--- config.mk ---
export PLATFORM = sky130hd
export DESIGN_NAME = srpg_datapath
export DESIGN_NICKNAME = d
export VERILOG_FILES = /design/src/hdl/srpg_pkg.sv /design/src/hdl/srpg_datapath.sv
export SDC_FILE = /design/constraint.sdc
export NUM_CORES = 2
export LEC_CHECK = 0
export BUFFER_PORTS_ARGS = -buffer_cell sky130_fd_sc_hd__buf_2
export CAP_MARGIN = 20
export CORE_MARGIN = 2
export CORE_UTILIZATION = 45
export CTS_CLUSTER_DIAMETER = 60
export CTS_CLUSTER_SIZE = 28
export DETAILED_ROUTE_END_ITERATION = 6
export HOLD_SLACK_MARGIN = 0.15
export SYNTH_ARGS = -nofsm -noshare
export SYNTH_HDL_FRONTEND = slang
export SYNTH_SLANG_ARGS = --single-unit
--- constraint.sdc ---
create_clock -name clk -period 8.6 [get_ports clk]
set_clock_uncertainty 0.15 [all_clocks]
set_input_delay 1.29 -clock clk [delete_from_list [all_inputs] [get_ports clk]]
set_output_delay 1.29 -clock clk [all_outputs]
set_load 0.005 [all_outputs]
--- src/hdl/srpg_pkg.sv ---
// package for the servo range pwm generator
// holds word types, command and register codes and controller types; no dependencies
package srpg_pkg;

  localparam int TIME_BITS = 20;
  localparam int DUTY_BITS = 7;
  localparam int PROD1_BITS = TIME_BITS + DUTY_BITS;
  localparam int RECIP_BITS = 26;
  localparam int PROD2_BITS = PROD1_BITS + RECIP_BITS;

  localparam logic [DUTY_BITS-1:0] MAX_DUTY = 7'd100;
  localparam logic [RECIP_BITS-1:0] DIV100_MUL = 26'h28f5c29;

  typedef enum logic [1:0] {
    CMD_TICK     = 2'd0,
    CMD_SET_DUTY = 2'd1,
    CMD_START    = 2'd2,
    CMD_STOP     = 2'd3
  } cmd_t;

  typedef enum logic [1:0] {
    REG_WIDTH_LO     = 2'd0,
    REG_WIDTH_HI     = 2'd1,
    REG_PERIOD       = 2'd2,
    REG_INITIAL_DUTY = 2'd3
  } reg_idx_t;

  typedef struct packed {
    cmd_t                 cmd;
    logic [DUTY_BITS-1:0] duty;
  } in_word_t;

  typedef struct packed {
    logic                 pwm_out;
    logic                 status;
    logic                 running;
    logic [DUTY_BITS-1:0] active_duty;
    logic [TIME_BITS-1:0] pulse_us;
  } out_word_t;

  typedef enum logic [1:0] {
    ST_IDLE,
    ST_MUL1,
    ST_MUL2,
    ST_LOAD
  } state_t;

  typedef struct packed {
    logic accept;
    logic mul1;
    logic mul2;
    logic load;
  } ctl_cmd_t;

  typedef struct packed {
    logic need_width;
    logic out_busy;
  } dp_stat_t;

endpackage

--- src/hdl/srpg_datapath.sv ---
// datapath for the servo range pwm generator
// config registers, counters, width multiplier and output register; depends on srpg_pkg
module srpg_datapath import srpg_pkg::*; (
  input  logic                 clk,
  input  logic                 rst_n,
  input  logic                 cfg_we,
  input  reg_idx_t             cfg_index,
  input  logic [TIME_BITS-1:0] cfg_data,
  input  in_word_t             in_data,
  input  ctl_cmd_t             ctl,
  output dp_stat_t             stat,
  output logic                 out_valid,
  input  logic                 out_ready,
  output out_word_t            out_data
);

  logic [TIME_BITS-1:0] width_lo_r, width_hi_r, period_r;
  logic [DUTY_BITS-1:0] initial_duty_r;

  logic                 run_flag_r, run_flag_nxt;
  logic [TIME_BITS-1:0] period_count_r, period_count_nxt;
  logic [TIME_BITS-1:0] pulse_left_r, pulse_left_nxt;
  logic [TIME_BITS-1:0] pulse_width_r, pulse_width_nxt;
  logic                 out_level_r, out_level_nxt;
  logic [DUTY_BITS-1:0] current_duty_r, current_duty_nxt;
  logic [DUTY_BITS-1:0] pending_duty_r, pending_duty_nxt;
  logic                 update_pending_r, update_pending_nxt;
  logic                 duty_given_r, duty_given_nxt;
  logic                 status_nxt;
  logic                 need_width;

  logic [PROD1_BITS-1:0] prod1_r;
  logic [PROD2_BITS-1:0] prod2;
  logic [TIME_BITS-1:0]  prod_hi_r;
  logic [TIME_BITS-1:0]  span;
  logic [TIME_BITS-1:0]  new_width;
  logic                  reversed;

  logic      out_valid_r;
  out_word_t out_data_r;
  out_word_t word_nxt;

  always_ff @(posedge clk) begin
    if (!rst_n) begin
      width_lo_r     <= 20'd1000;
      width_hi_r     <= 20'd2000;
      period_r       <= 20'd20000;
      initial_duty_r <= '0;
    end else if (cfg_we) begin
      case (cfg_index)
        REG_WIDTH_LO:     width_lo_r     <= cfg_data;
        REG_WIDTH_HI:     width_hi_r     <= cfg_data;
        REG_PERIOD:       period_r       <= cfg_data;
        REG_INITIAL_DUTY: initial_duty_r <= cfg_data[DUTY_BITS-1:0];
        default:          width_lo_r     <= width_lo_r;
      endcase
    end
  end

  // word update; a period start with a new duty leaves the width to the multiplier
  always_comb begin
    logic [TIME_BITS-1:0] per;
    per = (period_r == '0) ? {{(TIME_BITS-1){1'b0}}, 1'b1} : period_r;
    run_flag_nxt       = run_flag_r;
    period_count_nxt   = period_count_r;
    pulse_left_nxt     = pulse_left_r;
    pulse_width_nxt    = pulse_width_r;
    out_level_nxt      = out_level_r;
    current_duty_nxt   = current_duty_r;
    pending_duty_nxt   = pending_duty_r;
    update_pending_nxt = update_pending_r;
    duty_given_nxt     = duty_given_r;
    status_nxt         = 1'b0;
    need_width         = 1'b0;
    case (in_data.cmd)
      CMD_TICK: begin
        if (run_flag_r) begin
          if (pulse_left_r != '0) begin
            pulse_left_nxt = pulse_left_r - 1'b1;
            if (pulse_left_nxt == '0) begin
              out_level_nxt = 1'b0;
            end
          end
          period_count_nxt = period_count_r + 1'b1;
          if (period_count_nxt >= per) begin
            period_count_nxt = '0;
            if (update_pending_r) begin
              current_duty_nxt   = pending_duty_r;
              update_pending_nxt = 1'b0;
              need_width         = 1'b1;
            end else begin
              pulse_left_nxt = pulse_width_r;
              out_level_nxt  = (pulse_width_r != '0);
            end
          end
        end
      end
      CMD_SET_DUTY: begin
        if (in_data.duty > MAX_DUTY) begin
          status_nxt = 1'b1;
        end else begin
          pending_duty_nxt   = in_data.duty;
          update_pending_nxt = 1'b1;
          duty_given_nxt     = 1'b1;
        end
      end
      CMD_START: begin
        if (!duty_given_r) begin
          pending_duty_nxt = (initial_duty_r > MAX_DUTY) ? MAX_DUTY : initial_duty_r;
        end
        update_pending_nxt = 1'b1;
        period_count_nxt   = '0;
        run_flag_nxt       = 1'b1;
      end
      CMD_STOP: begin
        out_level_nxt    = 1'b0;
        run_flag_nxt     = 1'b0;
        period_count_nxt = '0;
        pulse_left_nxt   = '0;
      end
      default: status_nxt = 1'b0;
    endcase
  end

  assign stat.need_width = need_width;
  assign stat.out_busy   = out_valid_r && !out_ready;

  // width = lo + (span * duty * recip) >> 32, over two multiplier stages
  assign reversed  = (width_hi_r <= width_lo_r);
  assign span      = width_hi_r - width_lo_r;
  assign prod2     = PROD2_BITS'(prod1_r) * PROD2_BITS'(DIV100_MUL);
  assign new_width = reversed ? width_lo_r : width_lo_r + prod_hi_r;

  always_ff @(posedge clk) begin
    if (ctl.mul1) begin
      prod1_r <= PROD1_BITS'(span) * PROD1_BITS'(current_duty_r);
    end
    if (ctl.mul2) begin
      prod_hi_r <= prod2[32 +: TIME_BITS];
    end
  end

  always_ff @(posedge clk) begin
    if (!rst_n) begin
      run_flag_r       <= 1'b0;
      period_count_r   <= '0;
      pulse_left_r     <= '0;
      pulse_width_r    <= '0;
      out_level_r      <= 1'b0;
      current_duty_r   <= '0;
      pending_duty_r   <= '0;
      update_pending_r <= 1'b0;
      duty_given_r     <= 1'b0;
    end else if (ctl.accept) begin
      run_flag_r       <= run_flag_nxt;
      period_count_r   <= period_count_nxt;
      pulse_left_r     <= pulse_left_nxt;
      pulse_width_r    <= pulse_width_nxt;
      out_level_r      <= out_level_nxt;
      current_duty_r   <= current_duty_nxt;
      pending_duty_r   <= pending_duty_nxt;
      update_pending_r <= update_pending_nxt;
      duty_given_r     <= duty_given_nxt;
    end else if (ctl.load) begin
      pulse_width_r <= new_width;
      pulse_left_r  <= new_width;
      out_level_r   <= (new_width != '0);
    end
  end

  always_comb begin
    if (ctl.load) begin
      word_nxt.pwm_out     = (new_width != '0);
      word_nxt.status      = 1'b0;
      word_nxt.running     = run_flag_r;
      word_nxt.active_duty = current_duty_r;
      word_nxt.pulse_us    = new_width;
    end else begin
      word_nxt.pwm_out     = out_level_nxt;
      word_nxt.status      = status_nxt;
      word_nxt.running     = run_flag_nxt;
      word_nxt.active_duty = current_duty_nxt;
      word_nxt.pulse_us    = pulse_width_nxt;
    end
  end

  // output register; loads only when the slot is free or draining
  always_ff @(posedge clk) begin
    if (!rst_n) begin
      out_valid_r <= 1'b0;
    end else if ((ctl.accept && !need_width) || ctl.load) begin
      out_valid_r <= 1'b1;
    end else if (out_ready) begin
      out_valid_r <= 1'b0;
    end
  end

  always_ff @(posedge clk) begin
    if ((ctl.accept && !need_width) || ctl.load) begin
      out_data_r <= word_nxt;
    end
  end

  assign out_valid = out_valid_r;
  assign out_data  = out_data_r;

endmodule

==> out/metrics.yaml <==
antenna_found_initial: 3
fillCellCount: 5862
cts_tree: "built"
layout-drive-gt1-share: 0.05960
postRouteAntennaNets: 0
crit_type: "reg2reg"
layoutNonFillerInstCount: 3924
first_pass_iters: 5
syn_inst: 3041
die_w_um: 254.1
clock-sinks: 223
endpoint_kind: "register"
core_sq_um: 61710
die_h_um: 254.1
portBuffers: 71
rsz0062_at_grt: "false"
ys_seq_area_frac: 0.1860
synthFlopType: "dfxtp_1"
final_max_slew_viol_count: 0
hold_class: "reg2reg"
nets: 3854
drtIter0Drc: 1332
vias_per_cell: 5.425
rows: 91
crit_top_cell: "fa_1"
grt_max_degree: 66
placed_area_sq_um: 29300
crit_required_ps: 8770
ir_drop_mv: 0.2920
synth_fp_nets: 3830
wirelength_mm: 76.83
hold_viol: 0
syn_to_final_growth_pct: 7.856
fin_crit_sh: 0.8939
dp_slack_ps: 928.4
status: "completed"
final_util: 0.4918
placed_cells: 3872
maxCapViolations: 0
ios: 72
path_max_fanout: 7
numCtsBuffers: 28
insertion_delay_ps: 610
fin_area_sq_um: 30350
min_period_ps: 7688
worst_pin_slew_ps: 1091
yosysWarnings: 0
syn_area_per_cell_sq_um: 9.254
grt_pass1_wl_mm: 121.2
drc: 0
worstPathArrival_ps: 7860
start_kind: "register"
fmax_mhz: 130.1
synth_edf_count: 77
n_antenna_cell: 0
path_clk_slew_ps: 80
dieArea_sq_um: 64550
grt_pass1_vias: 22090
fin_ws_ps: 912.4
grt-ovfl-total: 0
synth_cell_types: 82
avgRoutedWirePerCell_um: 19.58
tns_ps: 0
slowest_stage: "xor2_1"
hpwlAfterDp_mm: 63.49
relSlewSlack: 0.2652
ys_seq_elements: 223
finalSetupViolations: 0
cts-root-buf: "clkbuf_16"
postSynth.asyncResetShare: 0
via_count: 21290
clk_path_buf_depth: 3
grt_usage: 0.2418
critical-path-max-stage-delay_ps: 600
start_util: 0.4560
power.total_mw: 7.683
post-cts-setup-buffer-count: 0
place.gp.congestion: 0.9761
whs_ps: 313.0
powerDensity_nw_per_um2: 253.1
h-tree-depth: 1
power.leakage_nw: 14.78
syn-cell-area_sq_um: 28140
hold_buffers: 0
cts_resized: 0
[layout by cell type, fill, tap and decap left out, drive strengths merged, types with 77 or more instances in the layout]
cell type,instances
fa,339
dfxtp,146
nand2,221
and2,92
inv,548
ha,411
edfxtp,77
a21oi,202
nor2,164
o21ai,77
buf,84
[cells by family after synthesis]
logic type      share of synthesized area
flops                              0.1860
xor+xnor                          0.03237
buf+inv                           0.08470
simple gates                       0.1311
fa+ha+maj                          0.4239
compound gates                     0.1201
mux                               0.02183
[routing by layer]
metal / track usage / share of wire
met1: 0.3300 / 0.45
met2: 0.3938 / 0.46
met3: 0.04415 / 0.060
met4: 0.06588 / 0.028
met5: 0 / 0.00021
[report_power, final]
group	internal (mW)	switching (mW)
registers	1.31	0.123
clock network	0.665	0.628
logic	1.93	3.03
total	3.91	3.78
[path summary, 6_finish.rpt]
check / startpoint / slack (ps) / end / depth (start not counted)
max: width_lo_r[1] / 910 / prod1_r[25] / 26
max reg2reg: width_lo_r[1] / 910 / prod1_r[25] / 26
min: width_hi_r[12] / 310 / width_hi_r[12] / 2
min reg2reg: width_hi_r[12] / 310 / width_hi_r[12] / 2
[state kept, by name, summed over array words and instances, names as in the netlist]
signal,count
period_count_r,20
run_flag_r,1
update_pending_r,1
out_data,30
initial_duty_r,7
pulse_left_r,20
period_r,20
pending_duty_r,7
pulse_width_nxt,20
out_level_r,1
prod1_r,27
width_lo_r,20
width_hi_r,20
out_valid,1
prod_hi_r,20
duty_given_r,1
current_duty_r,7
[critical path: cells and delay by family, from the launching register on]
| kind | cells | cell delay, ps |
|---|---|---|
| AO/OA/AOI/OAI | 13 | 2870 |
| XOR/XNOR | 2 | 680 |
| adder cells (fa/ha/maj) | 6 | 2580 |
| buffers and inverters | 3 | 250 |
| flip-flops | 1 | 490 |
| AND/OR/NAND/NOR | 2 | 400 |
[synth_stat cells (8+ instances only)]
| library cell | number | area (sq um) |
|---|---|---|
| a211oi_1 | 31 | 232.7 |
| a21o_1 | 43 | 322.8 |
| a21oi_1 | 198 | 991.0 |
| a22oi_1 | 21 | 157.7 |
| a31oi_1 | 12 | 75.07 |
| and2_1 | 91 | 569.3 |
| and3_1 | 21 | 131.4 |
| clkbuf_1 | 74 | 277.8 |
| dfxtp_1 | 146 | 2923 |
| edfxtp_1 | 77 | 2312 |
| fa_1 | 339 | 6787 |
| ha_1 | 411 | 5142 |
| inv_1 | 535 | 2008 |
| mux2_2 | 15 | 168.9 |
| mux2i_1 | 43 | 430.4 |
| nand2_1 | 221 | 829.6 |
| nand2b_1 | 20 | 125.1 |
| nand3_1 | 66 | 330.3 |
| nand3b_1 | 10 | 75.07 |
| nand4_1 | 21 | 131.4 |
| nor2_1 | 164 | 615.6 |
| nor2b_1 | 42 | 262.8 |
| nor3_1 | 28 | 140.1 |
| nor4_1 | 22 | 137.6 |
| o211ai_1 | 22 | 165.2 |
| o21a_1 | 20 | 150.1 |
| o21ai_0 | 73 | 365.4 |
| o21bai_1 | 19 | 142.6 |
| or3_1 | 15 | 93.84 |
| or4_1 | 8 | 60.06 |
| xnor2_1 | 67 | 586.8 |
| xor2_1 | 37 | 324.1 |
[cell type report]
class	instances	area (sq um)	area share
clock buffer	28	700.7	0.02308
clock inverter	24	352.8	0.01162
inverter	537	2016	0.06641
multi-input combinational	2191	20550	0.6770
sequential	223	5235	0.1725
tap	837	1047	0.03450
timing repair buffer	84	452.9	0.01492
Power figures use the tool's default switching activity.
