<file path="src/hdl/srpg_pkg.sv">
// package for the servo range pwm generator
// holds word types, command and register codes and controller types; no dependencies
package srpg_pkg;

  localparam int TIME_BITS = 20;
  localparam int DUTY_BITS = 7;
  localparam int PROD1_BITS = TIME_BITS + DUTY_BITS;
  localparam int RECIP_BITS = 26;
  localparam int PROD2_BITS = PROD1_BITS + RECIP_BITS;

  localparam logic [DUTY_BITS-1:0] MAX_DUTY = 7'd100;
  localparam logic [RECIP_BITS-1:0] DIV100_MUL = 26'h28f5c29;

  typedef enum logic [1:0] {
    CMD_TICK     = 2'd0,
    CMD_SET_DUTY = 2'd1,
    CMD_START    = 2'd2,
    CMD_STOP     = 2'd3
  } cmd_t;

  typedef enum logic [1:0] {
    REG_WIDTH_LO     = 2'd0,
    REG_WIDTH_HI     = 2'd1,
    REG_PERIOD       = 2'd2,
    REG_INITIAL_DUTY = 2'd3
  } reg_idx_t;

  typedef struct packed {
    cmd_t                 cmd;
    logic [DUTY_BITS-1:0] duty;
  } in_word_t;

  typedef struct packed {
    logic                 pwm_out;
    logic                 status;
    logic                 running;
    logic [DUTY_BITS-1:0] active_duty;
    logic [TIME_BITS-1:0] pulse_us;
  } out_word_t;

  typedef enum logic [1:0] {
    ST_IDLE,
    ST_MUL1,
    ST_MUL2,
    ST_LOAD
  } state_t;

  typedef struct packed {
    logic accept;
    logic mul1;
    logic mul2;
    logic load;
  } ctl_cmd_t;

  typedef struct packed {
    logic need_width;
    logic out_busy;
  } dp_stat_t;

endpackage

</file>
<file path="src/hdl/srpg_controller.sv">
// controller state machine for the servo range pwm generator
// sequences the pulse width multiply; depends on srpg_pkg
module srpg_controller import srpg_pkg::*; (
  input  logic     clk,
  input  logic     rst_n,
  input  logic     in_valid,
  output logic     in_ready,
  input  dp_stat_t stat,
  output ctl_cmd_t ctl
);

  state_t state_r;
  state_t state_nxt;

  always_ff @(posedge clk) begin
    if (!rst_n) begin
      state_r <= ST_IDLE;
    end else begin
      state_r <= state_nxt;
    end
  end

  always_comb begin
    state_nxt = state_r;
    case (state_r)
      ST_IDLE: begin
        if (in_valid && !stat.out_busy && stat.need_width) begin
          state_nxt = ST_MUL1;
        end
      end
      ST_MUL1: state_nxt = ST_MUL2;
      ST_MUL2: state_nxt = ST_LOAD;
      ST_LOAD: state_nxt = ST_IDLE;
      default: state_nxt = ST_IDLE;
    endcase
  end

  always_comb begin
    in_ready   = 1'b0;
    ctl.accept = 1'b0;
    ctl.mul1   = 1'b0;
    ctl.mul2   = 1'b0;
    ctl.load   = 1'b0;
    case (state_r)
      ST_IDLE: begin
        in_ready   = !stat.out_busy;
        ctl.accept = in_valid && !stat.out_busy;
      end
      ST_MUL1: ctl.mul1 = 1'b1;
      ST_MUL2: ctl.mul2 = 1'b1;
      ST_LOAD: ctl.load = 1'b1;
      default: in_ready = 1'b0;
    endcase
  end

endmodule

</file>
<file path="config.mk">
export PLATFORM = sky130hd
export DESIGN_NAME = srpg_controller
export DESIGN_NICKNAME = d
export VERILOG_FILES = /design/src/hdl/srpg_pkg.sv /design/src/hdl/srpg_controller.sv
export SDC_FILE = /design/constraint.sdc
export NUM_CORES = 1
export LEC_CHECK = 0
export ABC_AREA = 1
export BUFFER_PORTS_ARGS = -buffer_cell sky130_fd_sc_hd__buf_2
export CORE_AREA = 2 2 39 41
export DETAILED_ROUTE_END_ITERATION = 10
export DIE_AREA = 0 0 41 43
export MAX_ROUTING_LAYER = met4
export SYNTH_ARGS = -nofsm -noshare
export SYNTH_HDL_FRONTEND = slang
export SYNTH_SLANG_ARGS = --single-unit
</file>
<file path="constraint.sdc">
create_clock -name clk -period 1.4 [get_ports clk]
set_input_delay 0.07 -clock clk [delete_from_list [all_inputs] [get_ports clk]]
set_output_delay 0.07 -clock clk [all_outputs]
set_load 0.05 [all_outputs]
</file>
==> metrics.log, run 1 <==
INFO  metric via_count = 192
INFO  metric fp-row-count = 14
INFO  metric synth_cells = 24
INFO  metric sequence_of_cells_on_the_critical_path = inv_1 > ha_4 > inv_1 > nor2_2 > buf_6
INFO  metric yosys_warnings = 0
INFO  metric yosysSeqAreaShare = 0.222
INFO  metric timing_worst_setup_path_type = flop to primary output
INFO  metric yosys_register_bits = 2
INFO  metric wl_per_cell = 7.56 um
INFO  metric final_antenna_net_count = 0
INFO  metric first_global_vias = 167
INFO  metric critical_path_required = 1.33 ns
INFO  metric cts.clk_slew.worst_paths = 0.03 ns
INFO  metric rsz_0062_raised_after_global_routing = no
INFO  metric yosys.cell_types.count = 10
INFO  metric setup_total_negative_slack = 0 ns
INFO  metric latest_clock_arrival_within_the_worst_skew_pair = 0.22 ns
INFO  metric top_register = state_r
INFO  metric final_core_utilization = 0.215
INFO  metric mostFrequentLayoutCell = sky130_fd_sc_hd__buf_2
INFO  metric finalNonFillerCells = 52
INFO  metric drc = 0
INFO  metric setup_viol = 0
INFO  metric chipHeight = 43 um
INFO  metric worst-r2r-cell-count = 5
INFO  metric timing.critical_path.buf_inv = 3
INFO  metric dp.cells = 49
INFO  metric hold_path.startpoint = rst_n
INFO  metric finish.net_count = 48
INFO  metric kind_of_capture_point_of_the_worst_setup_path = primary output
INFO  metric fp.dieArea = 0.00176 mm2
INFO  metric cts.sinks = 2
INFO  metric grt_usage = 0.0574
INFO  metric initial_antenna_violation_count = 0
INFO  metric dp_worst_setup_slack = 0.197 ns
INFO  metric slew_viol_final = 0
INFO  metric worst_setup_path_startpoint = state_r[1]
INFO  metric cp.depth = 5
INFO  metric grt_pass1_wl = 545 um
INFO  metric critical_path.max_stage_delay = 0.31 ns
INFO  metric port-buffer-count = 9
INFO  metric ir_worst_vdd = 0.352 mV
INFO  metric worstMarginPinSlew = 0.248 ns
INFO  metric synthesized_nets = 34
INFO  metric globalRouteOverflowTotal = 0
INFO  metric critical-path-slowest-cell = sky130_fd_sc_hd__dfxtp_1
INFO  metric min_delay_path_depth = 3
INFO  metric largest_registers = state_r (2)
INFO  metric max-slew-margin-rel = 0.836
INFO  metric final_critical_path_setup_slack = 0.120 ns
INFO  metric dieWidth = 41 um
INFO  metric crit_fanout = 5
INFO  metric pnr_total_power = 0.724 mW
INFO  metric tritoncts = yes
INFO  metric drt_iter0_drc = 0
INFO  metric area.growth.synth_to_final = 65.3%
INFO  metric largest_reg_flops = 2
INFO  metric leakage_component_of_the_power = 0.158 nW
INFO  metric insertedDiodeCount = 0
INFO  metric maximum_number_of_pins_on_one_net_before_global_route_repair = 6
INFO  metric htree_num_levels = 1
INFO  metric netlist_area = 180 um2
INFO  metric layout.filler_cells = 156
INFO  metric finalCritPeriodShare = 0.914
INFO  metric outcome = finished clean
INFO  metric initial_core_util = 0.130
INFO  metric hpwl = 292 um
INFO  metric clockBufferDepth = 2
INFO  metric post_dp_cell_area = 250 um2
INFO  metric cts_setup_buffers = 0
INFO  metric r2r-start = state_r[1]
INFO  metric dominant_delay_contributor_by_cell_family_on_the_critical_path = buffers and inverters
INFO  metric finalHoldWorstSlack = 0.0804 ns
INFO  metric holdCritPathClass = input port to flop
INFO  metric root_buffer = sky130_fd_sc_hd__clkbuf_4
INFO  metric ios = 10
INFO  metric power_per_cell_area = 2430 mW/mm2
INFO  metric critical_path.startpoint_type = flop
INFO  metric drv_cap = 0
INFO  metric timing.critical_path.mode_cell = sky130_fd_sc_hd__inv_1
INFO  metric arrival = 1.21 ns
INFO  metric finalHoldViolCount = 0
INFO  metric dr.pass1.iters = 1
INFO  metric tritoncts.num_buffers = 3
INFO  metric share_of_final_layout_standard_cells_stronger_than_drive_strength_1 = 0.500
INFO  metric design_area = 298 um2
INFO  metric routed_wl = 393 um
INFO  metric vias_per_cell = 3.69
INFO  metric gp_congestion = 0.602
INFO  metric layout_common_cells = 7 x sky130_fd_sc_hd__buf_2, 4 x sky130_fd_sc_hd__ha_1, 3 x sky130_fd_sc_hd__nand2_1, 3 x sky130_fd_sc_hd__clkbuf_4
INFO  metric finalWorstPathRequiredPeriod = 1.28 ns
INFO  metric placeableCoreArea = 0.00138 mm2
INFO  metric fmax = 782 MHz
INFO  metric syn_avg_cell_area = 7.51 um2
INFO  metric clock_skew = 0.00171 ns
area by class of cell:
cell class                      instances  area, um2  area share
Tap cell                               16       20.0      0.0672
Timing Repair Buffer                    9       57.6       0.193
Multi-Input combinational cell         18        143       0.479
Inverter                                4       15.0      0.0504
Sequential cell                         2       40.0       0.134
Clock buffer                            3       22.5      0.0756
layer usage:
metal / up-vias / global-route usage / share of wire
li1: 101 / - / -
met1: 84 / 0.0286 / 0.35
met2: 7 / 0.0813 / 0.53
met3: 0 / 0.0628 / 0.12
met4: 0 / 0.0600 / 0
met5: - / - / 0
power by group:
part / internal (mW) / leakage [nW] / switching [mW]
clock: 0.0947 / 0.0138 / 0.0334
combinational: 0.168 / 0.128 / 0.324
sequential: 0.0834 / 0.0166 / 0.0210
cell usage after synthesis:
library cell / count / area [um2]
sky130_fd_sc_hd__ha_1: 5 / 62.6
sky130_fd_sc_hd__nor2_1: 4 / 15.0
sky130_fd_sc_hd__inv_1: 3 / 11.3
sky130_fd_sc_hd__nand2_1: 3 / 11.3
sky130_fd_sc_hd__a21oi_1: 2 / 10.0
sky130_fd_sc_hd__dfxtp_1: 2 / 40.0
sky130_fd_sc_hd__nand3_1: 2 / 10.0
sky130_fd_sc_hd__inv_2: 1 / 3.75
sky130_fd_sc_hd__nand3_2: 1 / 10.0
sky130_fd_sc_hd__or2_1: 1 / 6.26
worst paths after layout:
path / slack (ns) / endpoint
worst min-delay path: 0.08 / state_r[1]
worst max-delay path: 0.12 / ctl[3]
worst min register to register: 0.66 / state_r[0]
worst max register to register: 0.23 / state_r[0]
worst min-delay path: cells and delay by family:
family,cells,cell delay (ns)
and+or+nand+nor,2,0.08
buffers and inverters,1,0.10
cells by family after synthesis:
family,after synthesis,synth area share
adder cells (fa/ha/maj),5,0.347
buffers and inverters,4,0.0833
AND/OR/NAND/NOR,11,0.292
AO/OA/AOI/OAI,2,0.0556
flip-flops,2,0.222
timing repair:
| item | in CTS | in global routing |
|---|---|---|
| resized for setup | 2 | 5 |
| setup endpoints to repair | 2 | 2 |
| pin swaps | 0 | 0 |
| gates cloned | 0 | 0 |
| hold buffers | 0 | 0 |
Note: power is estimated with default switching activity, not from simulation.
==> inputs of run 2 (changes only) <==
--- a/config.mk
+++ b/config.mk
@@ -12,4 +12,5 @@
 export DIE_AREA = 0 0 41 43
 export MAX_ROUTING_LAYER = met4
+export PLACE_DENSITY = 0.3
 export SYNTH_ARGS = -nofsm -noshare
 export SYNTH_HDL_FRONTEND = slang
==> constraint.sdc (replaced) <==
create_clock -name clk -period 1.4 [get_ports clk]
set_input_delay 0.07 -clock clk [delete_from_list [all_inputs] [get_ports clk]]
set_output_delay 0.07 -clock clk [all_outputs]
set_load 0.005 [all_outputs]
==> metrics.log, run 2 (synthesis gave the netlist of run 1 again) <==
INFO  metric outcome = finished clean
INFO  metric setup_viol = 0 (unchanged)
INFO  metric crit_fanout = 5 (unchanged)
INFO  metric final_critical_path_setup_slack = 0.176 ns (+0.0557 ns)
INFO  metric leakage_component_of_the_power = 0.156 nW (-1.2%)
INFO  metric power_per_cell_area = 1860 mW/mm2 (-24%)
INFO  metric clockBufferDepth = 2 (unchanged)
INFO  metric cts.sinks = 2 (unchanged)
INFO  metric initial_antenna_violation_count = 0 (unchanged)
INFO  metric finalHoldViolCount = 0 (unchanged)
INFO  metric tritoncts.num_buffers = 3 (unchanged)
INFO  metric holdCritPathClass = input port to flop
INFO  metric largest_reg_flops = 2 (unchanged)
INFO  metric kind_of_capture_point_of_the_worst_setup_path = primary output
INFO  metric hpwl = 321 um (+10%)
INFO  metric placeableCoreArea = 0.00138 mm2 (unchanged)
INFO  metric htree_num_levels = 1 (unchanged)
INFO  metric finalWorstPathRequiredPeriod = 1.22 ns (-0.0557 ns)
INFO  metric grt_pass1_wl = 703 um (+29%)
INFO  metric clock_skew = 0.00207 ns (+0.000361 ns)
INFO  metric critical_path_required = 1.33 ns (about the same)
INFO  metric via_count = 186 (-3.1%)
INFO  metric design_area = 280 um2 (-5.9%)
INFO  metric post_dp_cell_area = 245 um2 (-2.0%)
INFO  metric worstMarginPinSlew = 0.183 ns (-0.0652 ns)
INFO  metric mostFrequentLayoutCell = sky130_fd_sc_hd__buf_2
INFO  metric arrival = 1.15 ns (-0.06 ns)
INFO  metric tritoncts = yes
INFO  metric finish.net_count = 48 (unchanged)
INFO  metric layout.filler_cells = 159 (+1.9%)
INFO  metric worst-r2r-cell-count = 5 (unchanged)
INFO  metric chipHeight = 43 um (unchanged)
INFO  metric timing.critical_path.buf_inv = 3 (unchanged)
INFO  metric sequence_of_cells_on_the_critical_path = inv_1 > ha_4 > inv_1 > nor2_1 > buf_2
INFO  metric timing_worst_setup_path_type = flop to primary output
INFO  metric globalRouteOverflowTotal = 0 (unchanged)
INFO  metric setup_total_negative_slack = 0 ns (unchanged)
INFO  metric timing.critical_path.mode_cell = sky130_fd_sc_hd__inv_1
INFO  metric rsz_0062_raised_after_global_routing = no
INFO  metric vias_per_cell = 3.58 (-3.1%)
INFO  metric wl_per_cell = 7.63 um (+1.0%)
INFO  metric port-buffer-count = 9 (unchanged)
INFO  metric largest_registers = state_r (2)
INFO  metric critical_path.startpoint_type = flop
INFO  metric latest_clock_arrival_within_the_worst_skew_pair = 0.22 ns (about the same)
INFO  metric fmax = 817 MHz (+4.6%)
INFO  metric initial_core_util = 0.130 (unchanged)
INFO  metric fp-row-count = 14 (unchanged)
INFO  metric area.growth.synth_to_final = 55.6%
INFO  metric ios = 10 (unchanged)
INFO  metric r2r-start = state_r[0]
INFO  metric dominant_delay_contributor_by_cell_family_on_the_critical_path = buffers and inverters
INFO  metric drv_cap = 0 (unchanged)
INFO  metric fp.dieArea = 0.00176 mm2 (unchanged)
INFO  metric multi_input_comb_area = 138 um2 (-3.5%)
INFO  metric slew_viol_final = 0 (unchanged)
INFO  metric critical_path.max_stage_delay = 0.32 ns (about the same)
INFO  metric critical-path-slowest-cell = sky130_fd_sc_hd__dfxtp_1
INFO  metric maximum_number_of_pins_on_one_net_before_global_route_repair = 6 (unchanged)
INFO  metric drc = 0 (unchanged)
INFO  metric hold_path.startpoint = rst_n
INFO  metric dr.pass1.iters = 2 (+1)
INFO  metric min_delay_path_depth = 3 (unchanged)
INFO  metric finalCritPeriodShare = 0.874 (-0.0398)
INFO  metric ff_latch_area = 40.0 um2 (unchanged)
INFO  metric insertedDiodeCount = 0 (unchanged)
INFO  metric finalHoldWorstSlack = 0.0909 ns (+0.0106 ns)
INFO  metric share_of_final_layout_standard_cells_stronger_than_drive_strength_1 = 0.417 (-0.0833)
INFO  metric drt_iter0_drc = 1 (+1)
INFO  metric cts.clk_slew.worst_paths = 0.03 ns (about the same)
INFO  metric ir_worst_vdd = 0.520 mV (+48%)
INFO  metric root_buffer = sky130_fd_sc_hd__clkbuf_4
INFO  metric top_register = state_r
INFO  metric gp_congestion = 0.680 (+13%)
INFO  metric cp.depth = 5 (unchanged)
INFO  metric layout_common_cells = 9 x sky130_fd_sc_hd__buf_2, 4 x sky130_fd_sc_hd__nor2_1, 4 x sky130_fd_sc_hd__ha_1
INFO  metric dieWidth = 41 um (unchanged)
INFO  metric grt_usage = 0.0656 (+0.00826)
INFO  metric dp_worst_setup_slack = 0.257 ns (+0.0595 ns)
INFO  metric max-slew-margin-rel = 0.878 (+0.0422)
INFO  metric first_global_vias = 197 (+18%)
INFO  metric worst_setup_path_startpoint = state_r[0]
INFO  metric final_antenna_net_count = 0 (unchanged)
INFO  metric routed_wl = 397 um (+1.0%)
## run 2: cell counts in the layout (fill, tap and decap cells not counted)
No cell type changed its count.
## run 2: final cells by class
type                    instances  area share
multi-input cells              18       0.491
inverters                       4      0.0536
well taps                      16      0.0714
repair buffers                  9       0.161
flip-flops and latches          2       0.143
clock buffers                   3      0.0804
## run 2: power breakdown
group          internal, mW  switching, mW  leakage, nW  total [mW]
clock network        0.0946         0.0332       0.0138       0.128
registers            0.0834         0.0204       0.0166       0.104
logic                 0.139          0.150        0.126       0.289
total                 0.317          0.204        0.156       0.521
## run 2: metrics by stage
stage          total power, mW  std cells  utilization
2_1_floorplan            0.282         24            -
3_3_place_gp             0.360         49        0.177
3_5_place_dp             0.364         49        0.177
4_1_cts                  0.502         52        0.193
5_1_grt                  0.619         52        0.203
6_report                 0.521         52        0.203
## run 2: final timing paths
| path | end | slack [ns] |
|---|---|---|
| worst min-delay path | state_r[0] | 0.09 |
| worst max register to register | state_r[0] | 0.22 |
| worst max-delay path | ctl[3] | 0.18 |
| worst min register to register | state_r[1] | 0.70 |
## run 2: tightest hold or removal path: cells and delay by family
family	cells	cell delay [ns]
and+or+nand+nor	2	0.09
buffers and inverters	1	0.10
## run 2: layer usage
metal	routed length, um	global-route usage	up-vias
met2	199	0.0938	6
met4	0	0.0600	0
met1	150	0.0510	81
met3	47	0.0471	0
met5	0	-	-
li1	-	-	99
## run 2: repair_timing
item                                    CTS  global route
gates resized for setup                   0             2
hold buffers                              0             0
endpoints found under the setup margin    0             1
buffers inserted                          0             0
==> inputs of run 3 (changes only) <==
- RECOVER_POWER: not set -> 100
==> metrics.log, run 3 (synthesis gave the netlist of run 1 again) <==
INFO  metric finalCritPeriodShare = 0.874 (about the same)
INFO  metric fp-row-count = 14 (unchanged)
INFO  metric critical_path_required = 1.33 ns (about the same)
INFO  metric drv_cap = 0 (unchanged)
INFO  metric routed_wl = 397 um (unchanged)
INFO  metric worstMarginPinSlew = 0.183 ns (-0.0000222 ns)
INFO  metric pnr_total_power = 0.520 mW (-0.22%)
INFO  metric tritoncts.num_buffers = 3 (unchanged)
INFO  metric hpwl = 321 um (unchanged)
INFO  metric power_per_cell_area = 1850 mW/mm2 (-0.22%)
INFO  metric kind_of_capture_point_of_the_worst_setup_path = primary output
INFO  metric cts_hold_buf = 0 (unchanged)
INFO  metric arrival = 1.15 ns (about the same)
INFO  metric top_register = state_r
INFO  metric outcome = finished clean
INFO  metric chipHeight = 43 um (unchanged)
INFO  metric setup_total_negative_slack = 0 ns (unchanged)
INFO  metric initial_antenna_violation_count = 0 (unchanged)
INFO  metric gp_congestion = 0.680 (unchanged)
INFO  metric placeableCoreArea = 0.00138 mm2 (unchanged)
INFO  metric clockBufferDepth = 2 (unchanged)
INFO  metric area.growth.synth_to_final = 55.6% (unchanged)
INFO  metric cts.sinks = 2 (unchanged)
INFO  metric leakage_component_of_the_power = 0.155 nW (-0.55%)
INFO  metric via_count = 186 (unchanged)
INFO  metric grt_usage = 0.0656 (unchanged)
INFO  metric rsz_0062_raised_after_global_routing = no
INFO  metric fp.dieArea = 0.00176 mm2 (unchanged)
INFO  metric port-buffer-count = 9 (unchanged)
INFO  metric timing_worst_setup_path_type = flop to primary output
INFO  metric insertedDiodeCount = 0 (unchanged)
INFO  metric root_buffer = sky130_fd_sc_hd__clkbuf_4
INFO  metric fmax = 817 MHz (about the same)
INFO  metric largest_registers = state_r (2)
INFO  metric globalRouteOverflowTotal = 0 (unchanged)
INFO  metric critical_path.startpoint_type = flop
INFO  metric share_of_final_layout_standard_cells_stronger_than_drive_strength_1 = 0.417 (unchanged)
INFO  metric final_antenna_net_count = 0 (unchanged)
INFO  metric vias_per_cell = 3.58 (unchanged)
INFO  metric cts.clk_slew.worst_paths = 0.03 ns (about the same)
INFO  metric latest_clock_arrival_within_the_worst_skew_pair = 0.22 ns (about the same)
INFO  metric finalHoldWorstSlack = 0.0909 ns (unchanged)
INFO  metric initial_core_util = 0.130 (unchanged)
INFO  metric first_global_vias = 197 (unchanged)
INFO  metric wl_per_cell = 7.63 um (unchanged)
INFO  metric tritoncts = yes
INFO  metric layout_common_cells = 9 x sky130_fd_sc_hd__buf_2, 4 x sky130_fd_sc_hd__nor2_1, 4 x sky130_fd_sc_hd__ha_1
INFO  metric crit_fanout = 5 (unchanged)
INFO  metric largest_reg_flops = 2 (unchanged)
INFO  metric grt_pass1_wl = 703 um (unchanged)
INFO  metric ios = 10 (unchanged)
INFO  metric finalWorstPathRequiredPeriod = 1.22 ns (-0.0000210 ns)
INFO  metric dieWidth = 41 um (unchanged)
INFO  metric drc = 0 (unchanged)
INFO  metric setup_viol = 0 (unchanged)
INFO  metric max-slew-margin-rel = 0.878 (about the same)
INFO  metric clock_skew = 0.00207 ns (unchanged)
INFO  metric finish.net_count = 48 (unchanged)
INFO  metric slew_viol_final = 0 (unchanged)
INFO  metric ir_worst_vdd = 0.520 mV (about the same)
INFO  metric finalHoldViolCount = 0 (unchanged)
INFO  metric htree_num_levels = 1 (unchanged)
INFO  metric holdCritPathClass = input port to flop
INFO  metric layout.filler_cells = 159 (unchanged)
INFO  metric maximum_number_of_pins_on_one_net_before_global_route_repair = 6 (unchanged)
INFO  metric dr.pass1.iters = 2 (unchanged)
INFO  metric mostFrequentLayoutCell = sky130_fd_sc_hd__buf_2
INFO  metric drt_iter0_drc = 1 (unchanged)
## run 3: final timing paths
kind	start	end	slack [ns]	cells after the start
setup / recovery	state_r[0]	ctl[3]	0.18	5
hold / removal	rst_n	state_r[0]	0.09	3
setup reg to reg	state_r[0]	state_r[0]	0.23	5
hold reg to reg	state_r[1]	state_r[1]	0.70	4
## run 3: final cells by class
class	count	area (um2)	share of cell area
clock buffer	3	22.5	0.0804
inverter	4	15.0	0.0536
multi-input combinational	18	138	0.491
sequential	2	40.0	0.143
tap	16	20.0	0.0714
timing repair buffer	9	45.0	0.161
## run 3: stage by stage
step	area [um2]	util	setup WS, ns	instances
2_1_floorplan	180	-	0.309	24
3_3_place_gp	245	0.177	0.250	49
3_5_place_dp	245	0.177	0.257	49
4_1_cts	268	0.193	0.103	52
5_1_grt	280	0.203	0.0242	52
6_report	280	0.203	0.176	52
## run 3: repair_timing
item                                    4_1_cts  5_1_grt
endpoints found under the setup margin        0        1
resized for setup                             0        2
buffers inserted                              0        0
## run 3: power by group
part | internal [mW] | switching, mW
sequential | 0.0834 | 0.0204
clock | 0.0946 | 0.0332
combinational | 0.138 | 0.150
## run 3: metal layers
metal  vias up  track usage  share of wire
met4         0       0.0600              0
met1        81       0.0510           0.38
met5         -            -              0
li1         99            -              -
met3         0       0.0471           0.12
met2         6       0.0938           0.50
## run 3: worst max-delay path, cell delays in order, from the launching register on
cell and delay, ns:
sky130_fd_sc_hd__dfxtp_1 0.32, sky130_fd_sc_hd__inv_1 0.16, sky130_fd_sc_hd__ha_4 0.18, sky130_fd_sc_hd__inv_1 0.05, sky130_fd_sc_hd__nor2_1 0.10, sky130_fd_sc_hd__buf_2 0.12
